==> src/rtl/lgss_pkg.sv <==
`timescale 1ns / 1ps
// ----------------------------------------------------------------------------
// lgss_pkg
// shared types and constants of the global search step core
// ----------------------------------------------------------------------------
package lgss_pkg;

   localparam int TABLE_DEPTH = 256;
   localparam int IDX_W       = $clog2(TABLE_DEPTH);
   localparam int CNT_W       = 9;
   localparam int DVD_W       = 65;
   localparam int DVS_W       = 60;
   localparam int STEP_W      = 7;

   typedef struct packed {
      logic [1:0]         op;
      logic signed [31:0] point;
      logic signed [31:0] value;
   } req_type;

   typedef struct packed {
      logic signed [31:0] next_point;
      logic               stop;
      logic signed [31:0] best_point;
      logic signed [31:0] best_value;
      logic [8:0]         best_iteration;
      logic               improved;
      logic [8:0]         trial_total;
   } rsp_type;

   typedef struct packed {
      logic signed [31:0] x;
      logic signed [31:0] f;
   } entry_type;

   typedef struct packed {
      logic              start;
      logic [STEP_W-1:0] steps;
   } div_req_type;

endpackage

==> src/rtl/lgss_div.sv <==
`timescale 1ns / 1ps
// ----------------------------------------------------------------------------
// lgss_div
// shared radix-2 restoring divider, one quotient bit per cycle
// ----------------------------------------------------------------------------
module lgss_div (
   input  logic                       clock,
   input  logic                       reset,
   input  lgss_pkg::div_req_type      req,
   input  logic [lgss_pkg::DVD_W-1:0] dividend,
   input  logic [lgss_pkg::DVS_W-1:0] divisor,
   output logic                       busy,
   output logic                       done,
   output logic [lgss_pkg::DVD_W-1:0] quotient
);
   import lgss_pkg::*;

   logic              busy_ff, busy_in;
   logic              done_ff, done_in;
   logic [STEP_W-1:0] left_ff, left_in;
   logic [DVD_W-1:0]  dvd_ff, dvd_in;
   logic [DVD_W-1:0]  quo_ff, quo_in;
   logic [DVS_W-1:0]  rem_ff, rem_in;
   logic [DVS_W-1:0]  dvs_ff, dvs_in;
   logic [DVS_W:0]    rem_sh;
   logic [DVS_W:0]    diff;
   logic              ge;

   // dividend arrives top aligned, steps says how many bits to consume
   assign rem_sh = {rem_ff, dvd_ff[DVD_W-1]};
   assign diff   = rem_sh - {1'b0, dvs_ff};
   assign ge     = rem_sh >= {1'b0, dvs_ff};

   always_comb begin
      busy_in = busy_ff;
      done_in = 1'b0;
      left_in = left_ff;
      dvd_in  = dvd_ff;
      quo_in  = quo_ff;
      rem_in  = rem_ff;
      dvs_in  = dvs_ff;
      if (req.start) begin
         busy_in = 1'b1;
         left_in = req.steps;
         dvd_in  = dividend;
         dvs_in  = divisor;
         rem_in  = '0;
         quo_in  = '0;
      end else if (busy_ff) begin
         rem_in  = ge ? diff[DVS_W-1:0] : rem_sh[DVS_W-1:0];
         quo_in  = {quo_ff[DVD_W-2:0], ge};
         dvd_in  = {dvd_ff[DVD_W-2:0], 1'b0};
         left_in = left_ff - STEP_W'(1);
         if (left_ff == STEP_W'(1)) begin
            busy_in = 1'b0;
            done_in = 1'b1;
         end
      end
   end

   always_ff @(posedge clock) begin
      if (reset) begin
         busy_ff <= 1'b0;
         done_ff <= 1'b0;
      end else begin
         busy_ff <= busy_in;
         done_ff <= done_in;
      end
   end

   always_ff @(posedge clock) begin
      left_ff <= left_in;
      dvd_ff  <= dvd_in;
      quo_ff  <= quo_in;
      rem_ff  <= rem_in;
      dvs_ff  <= dvs_in;
   end

   assign busy     = busy_ff;
   assign done     = done_ff;
   assign quotient = quo_ff;

endmodule

==> config.mk <==
export PLATFORM = sky130hd
export DESIGN_NAME = lgss_div
export DESIGN_NICKNAME = d
export VERILOG_FILES = /design/src/rtl/lgss_pkg.sv /design/src/rtl/lgss_div.sv
export SDC_FILE = /design/constraint.sdc
export NUM_CORES = 1
export LEC_CHECK = 0
export BUFFER_PORTS_ARGS = -buffer_cell sky130_fd_sc_hd__buf_2
export CAP_MARGIN = 10
export CORE_MARGIN = 2
export CORE_UTILIZATION = 45
export DETAILED_ROUTE_END_ITERATION = 8
export HOLD_SLACK_MARGIN = 0.15
export PLACE_DENSITY_LB_ADDON = 0.3
export SYNTH_ARGS = -nofsm -noshare
export SYNTH_HDL_FRONTEND = slang
export SYNTH_SLANG_ARGS = --single-unit
==> constraint.sdc <==
create_clock -name clock -period 6.6 [get_ports clock]
set_input_delay 0.99 -clock clock [delete_from_list [all_inputs] [get_ports clock]]
set_output_delay 0.99 -clock clock [all_outputs]
set_load 0.005 [all_outputs]
Word level (Yosys, flattened, before mapping). Index checks and enable logic that the tools add are counted.

Bits in registers: 259. Input port bits: 135. Output and inout bits: 67. Logic and storage cells: 23.

Add/sub/neg operators: 2. $lt $le $gt $ge: 1. Eq/ne operators: 1. Mux-type cells: 9. Bitwise logic cells: 1. Reduce and logical (&&, ||, !) cells: 2.

Operators with widths (number): $mux W65 (2); $ge A61 B60 Y1 (1); $mux W60 (1); $sub A60 B60 Y60 (1); $mux W7 (2); $eq A7 B1 Y1 const B (1); $sub A7 B1 Y7 const B (1); $mux W1 (4); $reduce_or A3 Y1 (1); $reduce_bool A2 Y1 (1); $not A1 Y1 (1).

Longest topological paths before layout.
Depth in word-level cells: 4. Depth in mapped cells: 15. Mapped depth without buffers: 12.

Worst setup path after synthesis. No wires, ideal clock.

Kind: input port to flip-flop. From: input req[7] in the netlist's numbering. To: register dvd_ff[0] (enable). Setup time: 0.426 ns. Data arrival time: 2.905 ns. Slack: 3.269 ns. Stages on the path: 4. Buffers on the path: 2. Cell sequence: clkbuf_1 nor2_1 clkbuf_1 inv_1.

Word-level cells in the longest chain between the ends: 1.

RTL lines: start: declaration (RTL line lgss_div.sv:9) `input lgss_pkg::div_req_type req,`; $reduce_bool A2 Y1 (no line); end signal: assignment (RTL line lgss_div.sv:73) `dvd_ff <= dvd_in;`; end: declaration (RTL line lgss_div.sv:21) `logic [DVD_W-1:0] dvd_ff, dvd_in;`.

Every way passes these cells. A chain may end at the register's enable or synchronous reset.

Final worst setup path.
From: register dvs_ff[31]. To: register rem_ff[50].

Word-level cells in the longest chain between the ends: 2.

RTL lines: start: declaration (RTL line lgss_div.sv:24) `logic [DVS_W-1:0] dvs_ff, dvs_in;`; start signal: assignment (RTL line lgss_div.sv:76) `dvs_ff <= dvs_in;`; $sub A60 B60 Y60 / $ge A61 B60 Y1 (equally long branches) (RTL line lgss_div.sv:31, lgss_div.sv:32); $mux W60 (*) (RTL line lgss_div.sv:50) `rem_in = ge ? diff[DVS_W-1:0] : rem_sh[DVS_W-1:0];`; end signal: assignment (RTL line lgss_div.sv:75) `rem_ff <= rem_in;`; end: declaration (RTL line lgss_div.sv:23) `logic [DVS_W-1:0] rem_ff, rem_in;`.

Mark *: on every way between the ends. The rest lies on a longest branch, timed or not.

==> results.cfg <==
[hold_path]
hold_class = flop to flop

[global_route]
grt_pass1_vias = 10505
grt_pass1_wl_um = 53800
antenna_found_initial = 10
grt_usage_pct = 20.0
grt_max_degree = 198
overflow = 0

[critical_path]
cp_data_required_time_ps = 7070
arrival_ps = 4240
crit_path_start_kind = flop
critPathMaxFanout = 63
rrSetupSlack_ps = 2830
setup.worst_path.end_class = flop
crit_type = flop to flop

[outcome]
status = finished clean

[floorplanning]
dieArea_mm2 = 0.0322
start_util_pct = 45.6
die_h_um = 180
fp.coreArea_mm2 = 0.0304
die_w_um = 180
fp-row-count = 64
ios = 202

[logic_synthesis]
synth_common_cells = 159 x nor2_1, 132 x edfxtp_1, 127 x dfxtp_1
syn-num-nets = 1563
synth.most_common_cell = nor2_1
synthArstFlopShare_pct = 0
synth.distinct_cells = 74
synth-warning-count = 0
synth_area_leaders = edfxtp_1 29%, dfxtp_1 18%, mux2i_1 7.4%, ha_1 5.6%, mux2_2 5.4%
ys_seq_area_share_pct = 46.9
synth_edf_count = 132
syn_area_per_cell_um2 = 10.2
ys_ff_latch = 259
yosysTopAreaCellShare_pct = 28.6
synth_top_area_cell = edfxtp_1
netlist_instances = 1365
mappedNetlistArea_mm2 = 0.0139
synthFlopType = edfxtp_1

[clocking]
worstSkewPairLatency_ps = 580
cts_hold_buf = 0
cts_buffers = 30
cts_tree = yes
cts_sinks = 259
clkTransAtPathRegs_ps = 60
root_buffer = clkbuf_16
htree_num_levels = 1
clock_path_buffers = 3
post_cts_buffers = 0
cts_resized = 0

[timing]
finClkSkew_ps = 34.9
setup-tns-final_ps = 0
drv_slew = 0
slew_headroom_pct = 22.7
post-route-min-period_ps = 3770
hold_viol = 0
period_share_pct = 57.1
tightestPinTransition_ps = 1160
max_freq_ghz = 0.265
setup_viol = 0
rsz0062_at_grt = false

[job]
cap_violations = 0

[layout]
area_growth_pct = 16.5
fin_util_pct = 53.1
drive_above_1_share_pct = 22.7
nets = 1737

[route]
vias = 10677
drc = 0
firstDrtPassIters = 5
totalWireLength_um = 33100
drtIter0Drc = 772
wl_per_cell_um = 16.8
via_per_inst = 5.44
antenna_left = 0

[power_and_ir_drop]
p_leak_nw = 6.82
ir_drop_mv = 0.260
power.density_mw_per_mm2 = 261

[placement]
io_buffers = 201
dp_hpwl_um = 23000
globalplace.congestion = 0.896
## cell usage in the layout, fill, tap and decap left out, types with 8 or more instances in the layout
| cell | Yosys | final |
|---|---|---|
| o211ai_1 | 14 | 14 |
| xor2_1 | 23 | 23 |
| clkinv_2 | 0 | 8 |
| xnor2_1 | 28 | 28 |
| nor2b_1 | 8 | 8 |
| o21bai_1 | 9 | 9 |
| mux2i_1 | 103 | 103 |
| nand2_1 | 88 | 88 |
| o21a_1 | 11 | 11 |
| a21o_1 | 16 | 16 |
| o21ai_1 | 11 | 11 |
| clkbuf_16 | 0 | 31 |
| inv_1 | 85 | 84 |
| a22oi_1 | 9 | 9 |
| nand4_1 | 25 | 25 |
| o21ai_0 | 61 | 61 |
| nand3_1 | 11 | 11 |
| nor2_1 | 159 | 159 |
| nor3_1 | 23 | 23 |
| a21oi_1 | 87 | 87 |
| buf_2 | 10 | 200 |
| dfxtp_1 | 127 | 126 |
| edfxtp_1 | 132 | 132 |
| ha_1 | 62 | 62 |
| mux2_2 | 66 | 66 |
| a211oi_1 | 39 | 39 |
## cells by family after synthesis
logic type,synth area share [%]
flip-flops,46.9
multiplexers,12.8
adder cells (fa/ha/maj),5.74
buffers and inverters,4.75
XOR/XNOR,3.22
AND/OR/NAND/NOR,12.2
AO/OA/AOI/OAI,14.4
## power by group
| part | switching, mW | internal [mW] | total, mW |
|---|---|---|---|
| Combinational | 0.409 | 0.281 | 0.690 |
| Clock | 0.681 | 0.993 | 1.67 |
| Sequential | 0.0444 | 1.81 | 1.85 |
## per-layer routing
| metal | share of wire [%] | track usage [%] |
|---|---|---|
| met5 | 0.17 | 0 |
| met4 | 2.0 | 4.59 |
| met1 | 45 | 26.4 |
| met2 | 45 | 32.1 |
| met3 | 8.3 | 6.26 |
## state kept, by name, summed over array words and instances (netlist names)
signal and flops:
done 1, dvs_ff 60, rem_ff 60, busy 1, dvd_ff 65, left_ff 7
quotient 65
## cell type report
cell class / instances / area, um2
diodes: 5 / 12.5
clock buffers: 38 / 847
clock inverters: 17 / 178
fillers: 2755 / 14300
inverters: 85 / 319
multi-input cells: 955 / 6710
flip-flops and latches: 259 / 6510
well taps: 396 / 495
repair buffers: 208 / 1080
## final timing paths
| kind | startpoint | endpoint | cells after the start |
|---|---|---|---|
| min | rem_ff[46] | rem_ff[46] | 2 |
| min reg2reg | rem_ff[46] | rem_ff[46] | 2 |
| max reg2reg | dvs_ff[31] | rem_ff[50] | 12 |
| max | dvs_ff[31] | rem_ff[50] | 12 |
## worst max-delay path, stage by stage (launching register included)
cell,delay [ps]
edfxtp_1,320
inv_1,40
ha_1,420
nand4_1,270
nor4_2,420
nand3_1,130
a211oi_2,250
o31ai_2,110
a21oi_4,150
buf_4,740
and2_1,450
o21ai_0,160
o211ai_1,110
## stage by stage
| step | total power, mW | setup WS (ps) | cell area, um2 | hold slack, ps | cells |
|---|---|---|---|---|---|
| 5_1_grt | 4.43 | 2530 | 16100 | 500 | 1959 |
| 4_1_cts | 4.27 | 2850 | 16100 | 470 | 1958 |
| 3_5_place_dp | 2.57 | 2910 | 15100 | 457 | 1903 |
| 6_report | 4.22 | 2830 | 16100 | 470 | 1963 |
| 3_3_place_gp | 2.56 | 3100 | 15100 | 457 | 1903 |
| 2_1_floorplan | 2.39 | 3270 | 13900 | 443 | 1365 |
Note: power is estimated with default switching activity, not from simulation.
